--- src/rtl/core/dbd_pkg.sv ---
`timescale 1ns / 1ps
// ----------------------------------------------------------------------------
// Detection box decode package
// Shared widths, register indexes, record field positions and the structs
// that pass configuration, control and results between the modules.
// ----------------------------------------------------------------------------
package dbd_pkg;

   localparam int VALUE_WIDTH_DEFAULT = 32;
   localparam int FRAC_BITS           = 16;
   localparam int CSR_INDEX_WIDTH     = 3;
   localparam int CSR_DATA_WIDTH      = 32;
   localparam int THRESHOLD_WIDTH     = 17;
   localparam int CLASS_WIDTH         = 8;
   localparam int COORD_WIDTH         = 32;
   localparam int POS_WIDTH           = 9;

   // register indexes
   localparam logic [CSR_INDEX_WIDTH-1:0] CSR_SCORE_THRESHOLD = 3'd0;
   localparam logic [CSR_INDEX_WIDTH-1:0] CSR_CLASS_COUNT     = 3'd1;
   localparam logic [CSR_INDEX_WIDTH-1:0] CSR_MAP_SCALE       = 3'd2;
   localparam logic [CSR_INDEX_WIDTH-1:0] CSR_MAP_OFFSET_X    = 3'd3;
   localparam logic [CSR_INDEX_WIDTH-1:0] CSR_MAP_OFFSET_Y    = 3'd4;

   // register reset values
   localparam logic [THRESHOLD_WIDTH-1:0] RST_SCORE_THRESHOLD = 17'd16384;
   localparam logic [CLASS_WIDTH-1:0]     RST_CLASS_COUNT     = 8'd80;
   localparam logic [COORD_WIDTH-1:0]     RST_MAP_SCALE       = 32'd65536;
   localparam logic [COORD_WIDTH-1:0]     RST_MAP_OFFSET      = 32'd0;

   // field positions within a record
   localparam logic [POS_WIDTH-1:0] FLD_CENTRE_X    = 9'd0;
   localparam logic [POS_WIDTH-1:0] FLD_CENTRE_Y    = 9'd1;
   localparam logic [POS_WIDTH-1:0] FLD_BOX_WIDTH   = 9'd2;
   localparam logic [POS_WIDTH-1:0] FLD_BOX_HEIGHT  = 9'd3;
   localparam logic [POS_WIDTH-1:0] FLD_OBJECTNESS  = 9'd4;
   localparam logic [POS_WIDTH-1:0] FLD_FIRST_SCORE = 9'd5;

   // confidence limits: 1.0 for the result, all ones for the threshold compare
   localparam logic [THRESHOLD_WIDTH-1:0] CONF_MAX  = 17'h1_0000;
   localparam logic [THRESHOLD_WIDTH-1:0] SCORE_SAT = 17'h1_FFFF;

   typedef struct packed {
      logic [THRESHOLD_WIDTH-1:0] score_threshold;
      logic [CLASS_WIDTH-1:0]     class_count;
      logic [COORD_WIDTH-1:0]     map_scale;
      logic [COORD_WIDTH-1:0]     map_offset_x;
      logic [COORD_WIDTH-1:0]     map_offset_y;
   } dbd_cfg_type;

   typedef struct packed {
      logic                   record_end;
      logic                   image_end;
      logic                   obj_pass;
      logic [CLASS_WIDTH-1:0] label;
   } dbd_ctrl_type;

   typedef struct packed {
      logic                       box_valid;
      logic                       image_done;
      logic [COORD_WIDTH-1:0]     left;
      logic [COORD_WIDTH-1:0]     top;
      logic [COORD_WIDTH-1:0]     right;
      logic [COORD_WIDTH-1:0]     bottom;
      logic [CLASS_WIDTH-1:0]     class_label;
      logic [THRESHOLD_WIDTH-1:0] confidence;
   } dbd_result_type;

endpackage

--- src/rtl/core/dbd_csr.sv ---
`timescale 1ns / 1ps
// ----------------------------------------------------------------------------
// Detection box decode configuration registers
// Holds threshold, class count, scale and offsets; one write per cycle.
// ----------------------------------------------------------------------------
module dbd_csr
   import dbd_pkg::*;
(
   input  logic                       clock,
   input  logic                       reset,
   input  logic                       csr_valid,
   output logic                       csr_ready,
   input  logic [CSR_INDEX_WIDTH-1:0] csr_index,
   input  logic [CSR_DATA_WIDTH-1:0]  csr_data,
   output dbd_cfg_type                cfg
);

   dbd_cfg_type cfg_ff;
   dbd_cfg_type cfg_in;

   assign csr_ready = 1'b1;
   assign cfg       = cfg_ff;

   always_comb begin
      cfg_in = cfg_ff;
      if (csr_valid) begin
         unique case (csr_index)
            CSR_SCORE_THRESHOLD: cfg_in.score_threshold = csr_data[THRESHOLD_WIDTH-1:0];
            CSR_CLASS_COUNT:     cfg_in.class_count     = csr_data[CLASS_WIDTH-1:0];
            CSR_MAP_SCALE:       cfg_in.map_scale       = csr_data[COORD_WIDTH-1:0];
            CSR_MAP_OFFSET_X:    cfg_in.map_offset_x    = csr_data[COORD_WIDTH-1:0];
            CSR_MAP_OFFSET_Y:    cfg_in.map_offset_y    = csr_data[COORD_WIDTH-1:0];
            default:             cfg_in = cfg_ff;  // ignore unmapped indexes
         endcase
      end
   end

   always_ff @(posedge clock) begin
      if (reset) begin
         cfg_ff.score_threshold <= RST_SCORE_THRESHOLD;
         cfg_ff.class_count     <= RST_CLASS_COUNT;
         cfg_ff.map_scale       <= RST_MAP_SCALE;
         cfg_ff.map_offset_x    <= RST_MAP_OFFSET;
         cfg_ff.map_offset_y    <= RST_MAP_OFFSET;
      end else begin
         cfg_ff <= cfg_in;
      end
   end

endmodule

--- config.mk ---
export PLATFORM = sky130hd
export DESIGN_NAME = dbd_csr
export DESIGN_NICKNAME = d
export VERILOG_FILES = /design/src/rtl/core/dbd_pkg.sv /design/src/rtl/core/dbd_csr.sv
export SDC_FILE = /design/constraint.sdc
export NUM_CORES = 1
export LEC_CHECK = 0
export ABC_AREA = 1
export BUFFER_PORTS_ARGS = -buffer_cell sky130_fd_sc_hd__buf_4
export CAP_MARGIN = 20
export CELL_PAD_IN_SITES_DETAIL_PLACEMENT = 1
export CELL_PAD_IN_SITES_GLOBAL_PLACEMENT = 2
export CORE_ASPECT_RATIO = 0.75
export CORE_MARGIN = 5
export CORE_UTILIZATION = 28
export DETAILED_ROUTE_END_ITERATION = 16
export HOLD_SLACK_MARGIN = 0.05
export PLACE_DENSITY = 0.79
export SYNTH_ARGS = -nofsm -noshare
export SYNTH_HDL_FRONTEND = slang
export SYNTH_SLANG_ARGS = --single-unit
--- constraint.sdc ---
create_clock -name clock -period 2 [get_ports clock]
set_clock_uncertainty 0.15 [all_clocks]
set_input_delay 0.4 -clock clock [delete_from_list [all_inputs] [get_ports clock]]
set_output_delay 0.4 -clock clock [all_outputs]
set_load 0.05 [all_outputs]
Yosys cells after proc, flatten, opt, wreduce, memory -nomap -nowiden
Cells that the tools add are included.

Multiplexer cells: 0. Shifts and indexed selects: 0. Equal/unequal tests: 4. Reductions and logical operators: 6. Bitwise operators: 0. Multipliers: 0. Div/mod/pow operators: 0. Order comparisons: 0. Add/subtract/negate cells: 0.

Operator list (count): $reduce_and 2->1 (5); $eq 3x2->1 const B (2); $eq 3x1->1 const B (1); $eq 3x3->1 const B (1); $logic_not 3->1 (1).

Bits in registers: 121. Bits in read-only memories: 0. Logic and storage cells: 15. Bits in latches: 0. Output and inout port bits: 122. Memory bits (writable): 0. Memories: 0.

Logic depth before layout (Yosys ltp)
Depth after elaboration: 2. Depth in mapped cells: 7. Gate-level depth less buffers: 5.

Worst setup path after synthesis
OpenSTA, ideal clock, no wires.

Kind: in2reg. From: input csr_valid. To: register cfg_ff, in the netlist cfg[96]. Cell stages on the path: 7. Path slack: 632 ps. Setup time: 114 ps. Data required time: 1736 ps. Arrival: 1104 ps. Path through: inv_1 -> nor2_2 -> buf_4 -> buf_2 -> nand3_1 -> nand2_1 -> nor2_1.

Longest elaborated chain between the ends: 1.

Ends and longest elaborated chain: start, declared (RTL line dbd_csr.sv:11) `input logic csr_valid,`; $reduce_and 2->1 (no line); end signal, assigned (RTL line dbd_csr.sv:46) `cfg_ff <= cfg_in;`; end, declared (RTL line dbd_csr.sv:18) `dbd_cfg_type cfg_ff;`.

Every way passes these cells. A chain may end at the register's enable or synchronous reset.

Final worst setup path
From: register cfg_ff, in the netlist cfg[80]. To: output cfg[80] (netlist name).

RTL lines: end, declared (RTL line dbd_csr.sv:15) `output dbd_cfg_type cfg`.

No word-level cell between the ends.

==> metrics.txt <==
WP data arrival 1.02 ns; CTS root buf clkbuf_16; number of max-cap violations 0; via count 5021; period utilization 78.5%; WP depth 1; vias in the first global route 5162; via/cell ratio 4.63; Routed Antenna Nets 0; H-Tree Depth 4; drt pass-1 iters 4; syn nets 744; Setup-failing EPs final 0; CP Class register to output pin; Placed Area 0.00634 sq mm; CP Capture Type output pin; Synth Area per Inst 6.85 sq um; Die Y-Extent 124 um; Worst-Skew Late Latency 0.41 ns; family with the most delay on the worst path flip-flops; CTS tree yes; Ports 160; Util after Layout 41.1%; share of layout cells above drive strength 1 25.1%; Worst Hold Path EP cfg[118]$_SDFFE_PP1P_; WHS Path Cells 3; clock tree buffer depth 2; slew margin rel. 66.2%; hold path start csr_data[14]; R2R Setup Slk 1.23 ns; max-slew violations 0; DRC errors left 0; TritonCTS Sinks 121; port bufs 158; Hold Path Class input pin to register; required time worst endpoint 1.45 ns; Clk pin slew, worst setup/hold paths 0.05 ns; final hold slack 0.0628 ns; fmax 637 MHz; Routability Congestion 0.771; 1st-iter DRT viols 270; DR WL/cell 16.7 um; starting density of the core 28.6%; worst slew pin tran 0.506 ns; overall die width 162 um; register bit total from synthesis 121; peak supply drop 534 uV; TritonCTS buffer count 17; Crit-path slowest cell dfxtp_1; most common cell after layout, fill and taps aside nor2_1; status completed; max incr delay on CP 0.38 ns; Total Wirelength 18100 um; post-CTS setup buffer count 0; R2R cell count 2; Lkg Pwr 3.30 nW; Mapped Cells 706; crit path launch type register; setup_tns 0 ns; Worst Path Max Fanout 2; Antenna Cells 0; R2R Path End cfg[28]$_SDFFE_PP0P_; Cell Rows 41; Post-DP HPWL 13000 um; area grow syn2layout 43.4%; commonest non-fill, non-tap cells in the layout nor2_1, buf_4, nand2_1; Final Hold Viols 0; first-pass GRT wire length 28200 um; min Tclk post-route 1.57 ns; Warnings, synthesis 0; Buf/Inv on CP 1; CORE AREA 0.0169 sq mm; largest net degree at the start of global routing 63; Cell Area, Synth 0.00483 sq mm; Overflow after GRT 0; Power Density 940 mW/mm^2; die outline area 0.0200 sq mm; unrepaired setup endpoints after global routing false; post-synthesis sequential area ratio 50.1%; CP Cell Sequence buf_4; initial antenna violation count 0; # nets final 895; GRT Util Overall 18.3%; fin area 0.00693 sq mm; Yosys cell types 13; worst reg2reg path startpoint cfg[28]$_SDFFE_PP0P_; max reg flops 121
-- cells by family after synthesis --
group | share of synthesized area (%)
and+or+nand+nor | 42.2
DFF | 50.1
buffers and inverters | 7.61
other | 0.0776
-- Yosys cell counts, drive strengths merged --
cell      n  area [sq um]
buf      38           188
clkbuf    9          33.8
conb      1          3.75
dfxtp   121          2420
inv      39           146
nand2   134           503
nand3   121           606
nor2    243           932
-- how the worst max path moves through the flow --
stage / start / endpoint / slack [ns]
after floorplan: csr_valid / cfg[96]$_SDFFE_PP0P_ / 0.63
after global placement: csr_index[2] / cfg[111]$_SDFFE_PP0P_ / 0.38
after detailed placement: csr_index[2] / cfg[115]$_SDFFE_PP0P_ / 0.33
after CTS: cfg[28]$_SDFFE_PP0P_ / cfg[28] / 0.42
after global routing: cfg[38]$_SDFFE_PP0P_ / cfg[38] / 0.38
final: cfg[80]$_SDFFE_PP1P_ / cfg[80] / 0.43
-- what timing repair did --
action | 4_1_cts | 5_1_grt
hold buffers | 2 | 0
gates resized for setup | 0 | 0
hold endpoints to repair | 2 | 0
-- metrics by stage --
stage	setup slack, ns	total power [mW]	std cells
6_report	0.429	6.52	1084
4_1_cts	0.422	6.60	1084
3_5_place_dp	0.327	3.57	1051
3_3_place_gp	0.385	3.55	1051
2_1_floorplan	0.632	3.20	706
5_1_grt	0.384	6.80	1084
-- power breakdown --
part | leakage, nW | total, mW | internal [mW] | switching, mW
Sequential | 0.984 | 2.55 | 2.50 | 0.0547
Clock | 0.285 | 3.00 | 1.91 | 1.09
Combinational | 2.03 | 0.962 | 0.295 | 0.667
Total | 3.30 | 6.52 | 4.70 | 1.81
-- layer usage --
metal	vias to the layer above	track usage, %	wire length [um]
met4	0	4.65	221
li1	2483	-	-
met3	17	7.01	1360
met2	131	28.1	7720
met5	-	0	0
met1	2390	24.4	8810
-- final cells by class --
class / instances / area (sq um)
sequential: 121 / 2420
tap: 215 / 269
fill: 2087 / 9940
multi-input combinational: 499 / 2070
clock buffer: 22 / 474
inverter: 39 / 149
timing repair buffer: 179 / 1450
clock inverter: 9 / 97.6
No activity file was read; power rests on OpenSTA's default activity.
