<file path="config.mk">
export PLATFORM = sky130hd
export DESIGN_NAME = dbd_field_tracker
export DESIGN_NICKNAME = d
export VERILOG_FILES = /design/src/rtl/core/dbd_pkg.sv /design/src/rtl/core/dbd_field_tracker.sv
export SDC_FILE = /design/constraint.sdc
export NUM_CORES = 1
export LEC_CHECK = 0
export BUFFER_PORTS_ARGS = -buffer_cell sky130_fd_sc_hd__buf_2
export CAP_MARGIN = 20
export CORE_ASPECT_RATIO = 2
export CORE_MARGIN = 2
export CORE_UTILIZATION = 53
export CTS_CLUSTER_SIZE = 20
export DETAILED_ROUTE_END_ITERATION = 8
export PLACE_DENSITY_LB_ADDON = 0.05
export SLEW_MARGIN = 40
export SYNTH_ARGS = -nofsm -noshare
export SYNTH_HDL_FRONTEND = slang
export SYNTH_SLANG_ARGS = --single-unit
</file>
<file path="constraint.sdc">
create_clock -name clock -period 11.45 [get_ports clock]
set_input_delay 1.145 -clock clock [delete_from_list [all_inputs] [get_ports clock]]
set_output_delay 1.145 -clock clock [all_outputs]
set_load 0.02 [all_outputs]
</file>
<file path="src/rtl/core/dbd_pkg.sv">
`timescale 1ns / 1ps
// ----------------------------------------------------------------------------
// Detection box decode package
// Shared widths, register indexes, record field positions and the structs
// that pass configuration, control and results between the modules.
// ----------------------------------------------------------------------------
package dbd_pkg;

   localparam int VALUE_WIDTH_DEFAULT = 32;
   localparam int FRAC_BITS           = 16;
   localparam int CSR_INDEX_WIDTH     = 3;
   localparam int CSR_DATA_WIDTH      = 32;
   localparam int THRESHOLD_WIDTH     = 17;
   localparam int CLASS_WIDTH         = 8;
   localparam int COORD_WIDTH         = 32;
   localparam int POS_WIDTH           = 9;

   // register indexes
   localparam logic [CSR_INDEX_WIDTH-1:0] CSR_SCORE_THRESHOLD = 3'd0;
   localparam logic [CSR_INDEX_WIDTH-1:0] CSR_CLASS_COUNT     = 3'd1;
   localparam logic [CSR_INDEX_WIDTH-1:0] CSR_MAP_SCALE       = 3'd2;
   localparam logic [CSR_INDEX_WIDTH-1:0] CSR_MAP_OFFSET_X    = 3'd3;
   localparam logic [CSR_INDEX_WIDTH-1:0] CSR_MAP_OFFSET_Y    = 3'd4;

   // register reset values
   localparam logic [THRESHOLD_WIDTH-1:0] RST_SCORE_THRESHOLD = 17'd16384;
   localparam logic [CLASS_WIDTH-1:0]     RST_CLASS_COUNT     = 8'd80;
   localparam logic [COORD_WIDTH-1:0]     RST_MAP_SCALE       = 32'd65536;
   localparam logic [COORD_WIDTH-1:0]     RST_MAP_OFFSET      = 32'd0;

   // field positions within a record
   localparam logic [POS_WIDTH-1:0] FLD_CENTRE_X    = 9'd0;
   localparam logic [POS_WIDTH-1:0] FLD_CENTRE_Y    = 9'd1;
   localparam logic [POS_WIDTH-1:0] FLD_BOX_WIDTH   = 9'd2;
   localparam logic [POS_WIDTH-1:0] FLD_BOX_HEIGHT  = 9'd3;
   localparam logic [POS_WIDTH-1:0] FLD_OBJECTNESS  = 9'd4;
   localparam logic [POS_WIDTH-1:0] FLD_FIRST_SCORE = 9'd5;

   // confidence limits: 1.0 for the result, all ones for the threshold compare
   localparam logic [THRESHOLD_WIDTH-1:0] CONF_MAX  = 17'h1_0000;
   localparam logic [THRESHOLD_WIDTH-1:0] SCORE_SAT = 17'h1_FFFF;

   typedef struct packed {
      logic [THRESHOLD_WIDTH-1:0] score_threshold;
      logic [CLASS_WIDTH-1:0]     class_count;
      logic [COORD_WIDTH-1:0]     map_scale;
      logic [COORD_WIDTH-1:0]     map_offset_x;
      logic [COORD_WIDTH-1:0]     map_offset_y;
   } dbd_cfg_type;

   typedef struct packed {
      logic                   record_end;
      logic                   image_end;
      logic                   obj_pass;
      logic [CLASS_WIDTH-1:0] label;
   } dbd_ctrl_type;

   typedef struct packed {
      logic                       box_valid;
      logic                       image_done;
      logic [COORD_WIDTH-1:0]     left;
      logic [COORD_WIDTH-1:0]     top;
      logic [COORD_WIDTH-1:0]     right;
      logic [COORD_WIDTH-1:0]     bottom;
      logic [CLASS_WIDTH-1:0]     class_label;
      logic [THRESHOLD_WIDTH-1:0] confidence;
   } dbd_result_type;

endpackage

</file>
<file path="src/rtl/core/dbd_field_tracker.sv">
`timescale 1ns / 1ps
// ----------------------------------------------------------------------------
// Detection box decode field tracker
// Counts fields of a record, holds the box fields and keeps the running
// argmax over class scores; hands a snapshot on at record or image end.
// ----------------------------------------------------------------------------
module dbd_field_tracker
   import dbd_pkg::*;
#(
   parameter int VALUE_WIDTH = VALUE_WIDTH_DEFAULT
)(
   input  logic                          clock,
   input  logic                          reset,
   input  logic [CLASS_WIDTH-1:0]        class_count,
   input  logic                          in_valid,
   output logic                          in_ready,
   input  logic signed [VALUE_WIDTH-1:0] in_value,
   input  logic                          in_end_of_image,
   output logic                          tok_valid,
   input  logic                          tok_ready,
   output dbd_ctrl_type                  tok_ctrl,
   output logic signed [VALUE_WIDTH-1:0] tok_centre_x,
   output logic signed [VALUE_WIDTH-1:0] tok_centre_y,
   output logic signed [VALUE_WIDTH-1:0] tok_box_width,
   output logic signed [VALUE_WIDTH-1:0] tok_box_height,
   output logic signed [VALUE_WIDTH-1:0] tok_objectness,
   output logic signed [VALUE_WIDTH-1:0] tok_best_score
);

   logic [POS_WIDTH-1:0]          pos_ff, pos_in;
   logic signed [VALUE_WIDTH-1:0] centre_x_ff, centre_x_in;
   logic signed [VALUE_WIDTH-1:0] centre_y_ff, centre_y_in;
   logic signed [VALUE_WIDTH-1:0] width_ff, width_in;
   logic signed [VALUE_WIDTH-1:0] height_ff, height_in;
   logic signed [VALUE_WIDTH-1:0] obj_ff, obj_in;
   logic signed [VALUE_WIDTH-1:0] best_ff, best_in;
   logic [CLASS_WIDTH-1:0]        best_idx_ff, best_idx_in;

   logic [CLASS_WIDTH-1:0] count_eff;
   logic [POS_WIDTH-1:0]   last_pos;
   logic [POS_WIDTH-1:0]   pos_cur;
   logic                   at_last;
   logic                   accept;

   assign in_ready  = tok_ready;
   assign accept    = in_valid && in_ready;

   // a zero count acts as one; clamp a position left beyond a lowered count
   assign count_eff = (class_count == '0) ? CLASS_WIDTH'(1) : class_count;
   assign last_pos  = FLD_OBJECTNESS + POS_WIDTH'(count_eff);
   assign pos_cur   = (pos_ff > last_pos) ? last_pos : pos_ff;
   assign at_last   = (pos_cur == last_pos);

   always_comb begin
      centre_x_in = centre_x_ff;
      centre_y_in = centre_y_ff;
      width_in    = width_ff;
      height_in   = height_ff;
      obj_in      = obj_ff;
      best_in     = best_ff;
      best_idx_in = best_idx_ff;
      unique case (pos_cur)
         FLD_CENTRE_X:   centre_x_in = in_value;
         FLD_CENTRE_Y:   centre_y_in = in_value;
         FLD_BOX_WIDTH:  width_in    = in_value;
         FLD_BOX_HEIGHT: height_in   = in_value;
         FLD_OBJECTNESS: obj_in      = in_value;
         FLD_FIRST_SCORE: begin
            best_in     = in_value;
            best_idx_in = '0;
         end
         default: begin
            // strict compare: the first maximum keeps its index
            if (in_value > best_ff) begin
               best_in     = in_value;
               best_idx_in = CLASS_WIDTH'(pos_cur - FLD_FIRST_SCORE);
            end
         end
      endcase
      pos_in = (at_last || in_end_of_image) ? '0 : pos_cur + POS_WIDTH'(1);
   end

   assign tok_valid           = in_valid && (at_last || in_end_of_image);
   assign tok_ctrl.record_end = at_last;
   assign tok_ctrl.image_end  = in_end_of_image;
   assign tok_ctrl.obj_pass   = 1'b0;
   assign tok_ctrl.label      = best_idx_in;
   assign tok_centre_x        = centre_x_ff;
   assign tok_centre_y        = centre_y_ff;
   assign tok_box_width       = width_ff;
   assign tok_box_height      = height_ff;
   assign tok_objectness      = obj_ff;
   assign tok_best_score      = best_in;

   always_ff @(posedge clock) begin
      if (reset) begin
         pos_ff <= '0;
      end else if (accept) begin
         pos_ff <= pos_in;
      end
   end

   always_ff @(posedge clock) begin
      if (accept) begin
         centre_x_ff <= centre_x_in;
         centre_y_ff <= centre_y_in;
         width_ff    <= width_in;
         height_ff   <= height_in;
         obj_ff      <= obj_in;
         best_ff     <= best_in;
         best_idx_ff <= best_idx_in;
      end
   end

endmodule

</file>
; ---- Yosys cells after proc, flatten, opt, wreduce, memory -nomap -nowiden
; Index checks and enable logic that the tools add are counted.
; Widths: inputs -> output; s select.
[totals]
ff_bits = 209
latch_bits = 0
mem_bits_rw = 0
rom_bits = 0
input_bits = 45
word_cells = 37
memories = 0
[classes]
n_addsub = 3
mul = 0
n_div = 0
order_cmp = 2
n_eq_ne = 6
shift = 0
mux = 7
n_bitwise = 0
n_reduce_logical = 11
[ops]
columns = op, count
row1 = $pmux 32 s2, 1
row2 = $gt 32x32->1, 1
row3 = $mux 32, 1
row4 = $eq 9x2->1 const B, 2
row5 = $eq 9x3->1 const B, 2
row6 = $mux 9, 2
row7 = $mux 8, 2
row8 = $pmux 8 s2, 1
row9 = $reduce_and 2->1, 5
row10 = $add 3x8->9 const A, 1
row11 = $add 9x1->9 const B, 1
row12 = $eq 9x1->1 const B, 1
row13 = $eq 9x9->1, 1
row14 = $gt 9x9->1, 1
row15 = $logic_not 9->1, 1
row16 = $logic_not 8->1, 1
row17 = $sub 8x3->8 const B, 1
row18 = $reduce_or 5->1, 1
row19 = $logic_and 1x1->1, 2
row20 = $logic_or 1x1->1, 1

; ---- Longest topological paths before layout
; Gate-level depths: netlist of the first run.
[logic_depth]
depth_word = 8
ltp_mapped = 22
mapped_depth_nobuf = 20

; ---- Worst setup path after synthesis of the first run
; Ideal clock, no wire load.
[synth_timing]
kind = input to register
start = input port class_count[4]
end = register obj_ff[0] (netlist: tok_objectness[0]), enable pin
setup_ps = 502
arrival_ps = 6924
t_required_ps = 10948
path_slack_ps = 4024
stages = 14
path_cell_list = nor4_1 -> a41o_1 -> inv_2 -> ha_1 -> and4_1 -> a21oi_1 -> o211ai_2 -> buf_4 -> nand2_2 -> buf_4 -> o21ai_1 -> ha_1 -> inv_1 -> nor4_1
[synth_between]
elab_chain_cells = 7
[synth_rtl]
columns = item, line_no
row1 = start: declaration, dbd_field_tracker.sv:14  ; input logic [CLASS_WIDTH-1:0] class_count,
row2 = $logic_not 8->1, dbd_field_tracker.sv:49  ; assign count_eff = (class_count == '0) ? CLASS_WIDTH'(1) : class_count;
row3 = $mux 8 *, dbd_field_tracker.sv:49
row4 = $add 3x8->9 *, dbd_field_tracker.sv:50  ; assign last_pos = FLD_OBJECTNESS + POS_WIDTH'(count_eff);
row5 = $gt 9x9->1, dbd_field_tracker.sv:51  ; assign pos_cur = (pos_ff > last_pos) ? last_pos : pos_ff;
row6 = $mux 9 *, dbd_field_tracker.sv:51
row7 = $eq 9x3->1 *, dbd_field_tracker.sv:62  ; unique case (pos_cur)
row8 = $reduce_and 2->1 (no line) *, n/a
row9 = end signal: assignment, dbd_field_tracker.sv:109  ; obj_ff <= obj_in;
row10 = end: declaration, dbd_field_tracker.sv:35  ; logic signed [VALUE_WIDTH-1:0] obj_ff, obj_in;
; Every way passes the cells marked *; elsewhere a longest branch is shown, timed or not.
; A chain may end at the register's enable or synchronous reset.

; ---- Worst setup path in the final report of the first run
[layout_timing]
start = input port class_count[4]
end = output port tok_best_score[22]
[layout_between]
elab_chain_cells = 8
[layout_rtl]
columns = item, line_no
row1 = $logic_not 8->1, dbd_field_tracker.sv:49
row2 = $mux 8 *, dbd_field_tracker.sv:49
row3 = $add 3x8->9 *, dbd_field_tracker.sv:50
row4 = $gt 9x9->1, dbd_field_tracker.sv:51
row5 = $mux 9 *, dbd_field_tracker.sv:51
row6 = "$eq 9x3->1, or another cell as far along", dbd_field_tracker.sv:62
row7 = $reduce_or 5->1 (no line), n/a
row8 = $pmux 32 s2 *, dbd_field_tracker.sv:62
row9 = end: declaration, dbd_field_tracker.sv:27  ; output logic signed [VALUE_WIDTH-1:0] tok_best_score
; Marked as above.

==> run summary, run 1 <==
The final period utilization came out at 64.7%. Setup repair after global routing left no endpoint under its margin. The total CTS buffers came out at 18. The worst hold path belongs to the class flip-flop to flip-flop. The starting density of the core is 53.8%. The post-synthesis net count is 672. Once the clock tree was built, the resizer swapped 0 gates to a different size. By count the netlist is led by sky130_fd_sc_hd__edfxtp_1, sky130_fd_sc_hd__ha_1, sky130_fd_sc_hd__inv_1, sky130_fd_sc_hd__a22o_1, sky130_fd_sc_hd__a21oi_1. The total power divided by cell area came out at 152 nW/um^2.

Summed over all layers, the global routing overflow is 0. The synthesis-stage register bit count came out at 209. The net count reported at finish is 931. The maximum fanout along the worst path is 19.

The final routed wire length divided by cell count came out at 22.0 um. The netlist uses 70 different library cells. The final routed wirelength across all metal layers is 23200 um.

The share of cells above drive strength 1 came out at 37.5%. The number of failing setup endpoints in the final timing report came out at 0. Counting every instance in the synthesized netlist gives 579. Traced cell by cell, the critical path runs through buf_2 -> nor4_1 -> a41o_1 -> inv_2 -> ha_1 -> and4_1 -> a21oi_1 -> o211ai_2 -> nand2_2 -> o21ai_1 -> inv_1 -> ha_1 -> or2_2 -> a2bb2oi_1 -> o32ai_2 -> a2bb2oi_4 -> buf_8 -> buf_8 -> a22o_1 -> buf_2. The die area is 18100 um^2. The critical path's largest stage delay came out at 0.54 ns.

The share of synthesized registers carrying an async set or reset is 0%. The final hold violation count came out at 0. For this run, the leading register cell type out of synthesis is sky130_fd_sc_hd__edfxtp_1. The slew of the pin with the lowest slew margin came out at 0.643 ns.

The global-route usage over all layers is 25.4%. The critical path start-end classification is input port to output port. In this run the cell area measured after placement is 10400 um^2. The kind of cell adding the most delay to the critical path is compound AO/OA/AOI/OAI gates. The number of warnings printed during yosys synthesis is 0. The post-layout total power came out at 1.68 mW.

The maximum ir drop on the vdd rail is 166 uV. In the routed layout, each cell is associated on average with a via count of 5.70. The maximum count of clock buffers along a single path is 3. The number of global-route vias before repair is 6077. The number of diodes came out at 0. The clock period minus worst slack came out at 7.41 ns. In this run the count of I/O pins placed on the die edge is 250. Timing would allow up to 135 MHz. The core outline area is 16700 um^2. The register area came out at 6190 um^2. The final worst clock skew is 0.0107 ns. The pin count of the biggest net entering global routing is 45. The number of buffers and inverters on the critical path is 6. For the final routed database, the setup TNS stands at 0 ns. The sequential fraction of the synthesis area came out at 68.9%. The post-CTS clock slew at the launch and capture registers of the worst setup and hold paths came out at 0.07 ns. The slowest stage of the critical path belongs to the cell sky130_fd_sc_hd__o211ai_2. The static leakage is 4.49 nW. The area of the mapped netlist came out at 8970 um^2. The signal arrival time at the worst endpoint is 6.26 ns. The max-capacitance violation count came out at 0. Yosys attributes the largest share of cell area to sky130_fd_sc_hd__edfxtp_1, sky130_fd_sc_hd__ha_1, sky130_fd_sc_hd__a22o_1, sky130_fd_sc_hd__dfxtp_1, sky130_fd_sc_hd__inv_1. The placement row count is 67. The first global-routing pass estimated 34300 um of wire.

The filler cells instantiated in the layout total 1269. The top-area cell type share of the netlist area came out at 66.9%. The width of the die came out at 96.0 um. The finished layout cell area is 11100 um^2. The depth of the CTS H-tree is 1. The area growth from synthesis to layout came out at 23.4%. In this run, the number of DRC markers left after iteration 0 of detailed routing was 314. The required time at the worst-slack endpoint is 10.31 ns. TritonCTS built the clock tree. The worst setup path is launched from an input port. Once detail routing completed, the nets flagged for antenna violations numbered 0.

The post-detailed-placement half-perimeter wirelength is 17000 um. The count of buffers inserted at the top-level ports is 248. Among all cell types in the netlist, the one instantiated most often is sky130_fd_sc_hd__edfxtp_1.

After clock tree synthesis, the flow added hold-fix buffers numbering 0. The weighted congestion at the end of routability-driven global placement came out at 0.903. The clock reaches the later pin of the worst-skew pair after 0.49 ns.

The number of buffers inserted by post-CTS setup repair came out at 0. The capturing element type of the critical path is an output port. The footprint of the multi-input gates came out at 2490 um^2. The total number of vias is 6020. The initial antenna violation count is 0. The DRC violations left came out at 0. Counting flops with a built-in enable in the synthesized netlist gives 200. The worst slew margin relative to its limit is 57.1%.

Clock tree synthesis selected as its root buffer the cell sky130_fd_sc_hd__clkbuf_16. sky130_fd_sc_hd__edfxtp_1 takes more of the synthesized area than any other cell. The flow ran to the end, and the final reports show no timing, DRC or antenna violations. The average cell area after synthesis came out at 15.5 um^2. The die boundary height is 188 um. The number of max-slew violations in the final report is 0. The first-pass iteration count of the detailed router is 5. The clock sink count came out at 209.
sequential cells by signal (all words and copies together) (netlist names):
signal          flops
best_ff            32
tok_box_height     32
tok_box_width      32
tok_centre_x       32
tok_centre_y       32
tok_objectness     32
pos_ff              9
best_idx_ff         8
cell type report:
| type | count | share of cell area [%] |
|---|---|---|
| sequential | 209 | 55.9 |
| clock inverter | 11 | 1.50 |
| multi-input combinational | 307 | 22.5 |
| timing repair buffer | 254 | 11.8 |
| tap | 207 | 2.34 |
| inverter | 48 | 1.63 |
| clock buffer | 21 | 4.36 |
layout by cell type (no fill, tap or decap), drive strengths merged, types with 18 or more instances in the layout:
cell type and count:
a21oi 24, a22o 40, buf 254, clkbuf 21, edfxtp 200, ha 48
inv 50, nand2 24, nand3 19, nor2 18
worst min-delay path: cells and delay by family (launching register included):
family | cells | cell delay [ns]
AND/OR/NAND/NOR | 1 | 0.07
flip-flops | 1 | 0.36
AO/OA/AOI/OAI | 1 | 0.06
path summary, 6_finish.rpt:
check,startpoint,endpoint,slack [ns],cells after the start
worst min-delay path,pos_ff[0],pos_ff[0],0.54,2
worst min register to register,pos_ff[0],pos_ff[0],0.54,2
worst max-delay path,class_count[4],tok_best_score[22],4.04,20
worst max register to register,pos_ff[3],best_ff[12],6.71,15
power by group:
part / internal (mW) / switching [mW] / leakage (nW)
Combinational: 0.0566 / 0.109 / 2.29
Clock: 0.379 / 0.276 / 0.304
Sequential: 0.856 / 0.00568 / 1.90
cell families after synthesis:
kind of cell,Yosys count,synth area share [%]
buffers and inverters,63,3.49
adders and majority gates,48,6.69
DFF,209,68.9
xor gates and xnor gates,23,2.86
AOI/OAI and AO/OA,122,10.7
and+or+nand+nor,109,6.82
other,1,0.0418
muxes,4,0.474
metrics by stage:
| stage | hold WS, ns | worst slack, ns | util [%] | instances |
|---|---|---|---|---|
| 2_1_floorplan | 0.473 | 4.02 | - | 579 |
| 3_3_place_gp | 0.512 | 3.94 | 62.2 | 1022 |
| 3_5_place_dp | 0.522 | 4.04 | 62.5 | 1025 |
| 4_1_cts | 0.532 | 4.03 | 66.4 | 1057 |
| 5_1_grt | 0.556 | 3.58 | 66.4 | 1057 |
| 6_report | 0.537 | 4.04 | 66.4 | 1057 |
per-layer routing:
metal	track usage [%]	up-vias	share of wire, %
met2	46.5	270	55
met1	28.6	2946	35
met3	2.69	53	6.1
li1	-	2751	-
met4	11.3	0	4.2
met5	0	-	0
Power figures use the tool's default switching activity.
==> run 2, diff against run 1 <==
--- a/config.mk
+++ b/config.mk
@@ -5,11 +5,12 @@
 export SDC_FILE = /design/constraint.sdc
 export NUM_CORES = 1
 export LEC_CHECK = 0
+export ABC_AREA = 1
 export BUFFER_PORTS_ARGS = -buffer_cell sky130_fd_sc_hd__buf_2
 export CAP_MARGIN = 20
 export CORE_ASPECT_RATIO = 2
 export CORE_MARGIN = 2
-export CORE_UTILIZATION = 53
+export CORE_UTILIZATION = 48
 export CTS_CLUSTER_SIZE = 20
 export DETAILED_ROUTE_END_ITERATION = 8
 export PLACE_DENSITY_LB_ADDON = 0.05
==> constraint.sdc (replaced) <==
create_clock -name clock -period 6.1 [get_ports clock]
set_input_delay 0.61 -clock clock [delete_from_list [all_inputs] [get_ports clock]]
set_output_delay 0.61 -clock clock [all_outputs]
set_load 0.02 [all_outputs]
==> run 2 against run 1 <==
  * Count of clock-buffer cells in the layout unchanged
  * Final cell count up 36%
  * Clock skew down 0.0023 ns
==> run summary, run 2 <==
Of all cell types, the one taking the most synthesized area is sky130_fd_sc_hd__edfxtp_1. The met3 capacity usage during global routing is 3.25% (+0.55 points). In the post-synthesis netlist, the cell with the most instances is sky130_fd_sc_hd__nand2_1. The global-route usage over all layers came out at 22.7% (-2.7 points). The weighted congestion at the end of routability-driven global placement is 0.890 (-1.5%).

The die boundary height was 205 um (+9.1%). The number of failing setup endpoints in the final timing report came out at 0 (unchanged). The worst slew margin relative to its limit is 50.2% (-6.9 points). The dominant synthesized flop cell is sky130_fd_sc_hd__edfxtp_1. The remaining antenna violation count after routing came out at 0 (unchanged). The share of cells above drive strength 1 came out at 26.8% (-11 points). The share of synthesized registers carrying an async set or reset came out at 0% (unchanged). The clock root buffer master is sky130_fd_sc_hd__clkbuf_16.

The final hold violation count is 0 (unchanged). The max-capacitance violation count is 0 (unchanged). The number of gates given a new drive strength after cts is 0 (unchanged). The width of the die came out at 105 um (+8.9%). The DRC violation total after the first TritonRoute iteration is 315 (+0.32%).

The critical-path cell with the highest stage delay is sky130_fd_sc_hd__o21ai_1. The global routing stage identified its most utilized layer as met2. The maximum count of clock buffers along a single path came out at 3 (unchanged).

The final routed wire length divided by cell count came to 17.0 um (-22%). The synthesis-stage register bit count is 209 (unchanged). The critical path's largest stage delay came out at 0.47 ns (-0.07 ns). The met2 track utilization from global routing came out at 43.6% (-2.9 points).

In this run the most critical hold path is launched from reset. The register area came out at 6190 um^2 (unchanged). The die area came to 21400 um^2 (+19%). The count of fill cells added during filler insertion is 1762 (+39%).

The run finished with clean final reports. The average vias per placed instance is 5.03 (-12%). The slew of the pin with the lowest slew margin came out at 0.746 ns (+0.102 ns). The capture instance of the worst register-to-register path is best_ff[0]. Among the stages of the critical path, the cell type that occurs most often is sky130_fd_sc_hd__nand2_1. The required time at the worst-slack endpoint is 5.49 ns (-4.82 ns). The final cell utilization of the core was 59.5% (-6.9 points). The worst-case reg-to-reg path depth came out at 17 (+2). The path with the worst hold slack has its endpoint at pos_ff[0]. The number of buffers inserted by hold repair at cts is 0 (unchanged). The number of unique standard cell types used by synthesis is 31 (-56%). The global routing met1 resource utilization is 24.3% (-4.4 points). Leaving out fill and tap cells, the most frequent cell in the layout is sky130_fd_sc_hd__buf_2.

The total power divided by cell area is 321 nW/um^2 (+110%). The launching point of the worst reg2reg path is pos_ff[7]. The pin count of the biggest net entering global routing is 57 (+27%). The area growth from synthesis to layout is 21.4%.

The worst min-delay path category is input port to flip-flop. The cell count after synthesis was 920 (+59%). The initial antenna violation count was 0 (unchanged). The capturing element type of the critical path is an output port. The depth of the worst hold-timing path came out at 2 (unchanged). The TritonCTS clock tree is yes. The area of the mapped netlist is 9710 um^2 (+8.2%). The setup total negative slack came out at 0 ns (unchanged). The footprint of the multi-input gates is 2960 um^2 (+19%). The post-synthesis net count is 1013 (+51%). The first-pass GRT wire length came out at 37500 um (+9.5%). The critical path start-end classification is input port to output port.

The highest clock rate is 188 MHz. The depth of the CTS H-tree is 1 (unchanged). The clock sink count is 209 (unchanged). The post-CTS clock slew at the launch and capture registers of the worst setup and hold paths is 0.06 ns (about the same). The core outline area is 19800 um^2 (+19%). The maximum fanout along the worst path is 34 (+15). The maximum ir drop on the vdd rail was 314 uV (+88%). The DRC violations left is 0 (unchanged). Setup repair after global routing left no endpoint under its margin.

The leftover overflow at the end of global routing came out at 0 (unchanged). The number of warnings printed during yosys synthesis came out at 0 (unchanged). The net count reported at finish came out at 1262 (+36%). Of the available clock period, the critical path in the final layout requires 87.4%. The sequential fraction of the synthesis area came out at 63.7% (-5.2 points). The final routed wirelength across all metal layers came to 24500 um (+5.7%). Ranked by total cell area, the synthesized netlist is headed by sky130_fd_sc_hd__edfxtp_1, sky130_fd_sc_hd__nand2_1, sky130_fd_sc_hd__ha_1, sky130_fd_sc_hd__inv_1, sky130_fd_sc_hd__a21oi_1. Ranked by instance count, the synthesized netlist is headed by sky130_fd_sc_hd__nand2_1, sky130_fd_sc_hd__edfxtp_1, sky130_fd_sc_hd__inv_1, sky130_fd_sc_hd__nor2_1, sky130_fd_sc_hd__a21oi_1. The static leakage is 5.31 nW (+18%). The starting density of the core came out at 49.0% (-4.8 points). The count of buffers inserted at the top-level ports is 248 (unchanged). The final worst clock skew came out at 0.00839 ns (-0.00233 ns). The I/O pin count is 250 (unchanged). The number of global-route vias before repair is 6945 (+14%). The library cells used most frequently in the layout, excluding fill and tap cells, are sky130_fd_sc_hd__buf_2, sky130_fd_sc_hd__nand2_1, sky130_fd_sc_hd__edfxtp_1. The average cell area after synthesis is 10.6 um^2 (-32%).

The top-area cell type share of the netlist area came out at 61.9% (-5.0 points). The startpoint kind of the worst setup timing path is an input port. The number of buffers inserted by post-CTS setup repair came out at 0 (unchanged). The signal arrival time at the worst endpoint is 4.72 ns (-1.54 ns). The worst hold-check slack came to 0.371 ns (-0.166 ns). The clock insertion delay at the later pin of the skew report came out at 0.48 ns (about the same). The placement row count came to 73 (+9.0%).

The worst path in the final design needs a cycle of 5.33 ns, including I/O delays and setup. The number of max-slew violations in the final report was 0 (unchanged). The total number of vias is 7254 (+20%). The total CTS buffers was 18 (unchanged). The setup slack of the worst register-to-register path came out at 2.44 ns (-4.27 ns). The number of diodes came out at 0 (unchanged).

The post-detailed-placement half-perimeter wirelength came to 18200 um (+7.2%). The count of flip-flops with a built-in enable after synthesis came out at 200 (unchanged). The first-pass iteration count of the detailed router came out at 5 (unchanged).
## run 2: cell count changes in the layout (fill, tap and decap cells not counted), sizes merged, moves of 13 or more
cell   previous run  this run
nor2             18        77
o21ai            17        56
nand2            24       250
nand3            19        51
a21oi            24        60
xnor2            13         0
inv              50       116
a22o             40         0
## run 2: cell type report
class	count	area share, %
inverters	115	3.68
repair buffers	257	11.2
clock inverters	9	0.669
clock buffers	21	4.10
flip-flops and latches	209	52.5
well taps	262	2.78
multi-input cells	568	25.1
## run 2: routing by layer
layer  vias to the layer above  wire [um]
li1                       3590          -
met4                         0        952
met1                      3395       8850
met3                        45       1140
met5                         -          0
met2                       224      13600
## run 2: worst max path at each step
stage,depth (start not counted),start,to,slack (ns)
after floorplan,23,class_count[2],tok_centre_y[0],1.23
after global placement,27,class_count[2],tok_best_score[8],0.90
after detailed placement,27,class_count[2],tok_best_score[1],0.74
after CTS,27,class_count[2],tok_best_score[0],0.74
after global routing,27,class_count[2],tok_best_score[0],0.31
final,27,class_count[2],tok_best_score[0],0.77
## run 2: cells by family (layout without fill, tap and decap cells)
family          Yosys count  count (layout)  synth area share, %
fa+ha+maj                48              48                 6.19
compound gates          120             120                 6.41
simple gates            398             398                 17.3
flops                   209             209                 63.7
other cells               1               1               0.0386
buf+inv                 143             402                 6.24
xor+xnor                  1               1               0.0902
## run 2: where the power goes
group / switching [mW] / internal [mW]
clock: 0.485 / 0.613
sequential: 0.0345 / 1.67
combinational: 0.697 / 0.286
## run 2: worst max-delay path: cells and delay by family
kind                     cells  cell delay [ns]
AO/OA/AOI/OAI                2             0.63
adder cells (fa/ha/maj)      3             0.76
buffers and inverters        5             0.84
AND/OR/NAND/NOR             17             1.87
## run 2: metrics by stage
step | std cells | instance area [um^2] | power, mW | setup WS, ns
final | 1441 | 11800 | 3.79 | 0.767
after global routing | 1441 | 11800 | 3.98 | 0.308
after CTS | 1441 | 11800 | 3.83 | 0.739
after detailed placement | 1411 | 11200 | 2.73 | 0.736
after global placement | 1411 | 11200 | 2.72 | 0.900
after floorplan | 920 | 9710 | 2.40 | 1.23
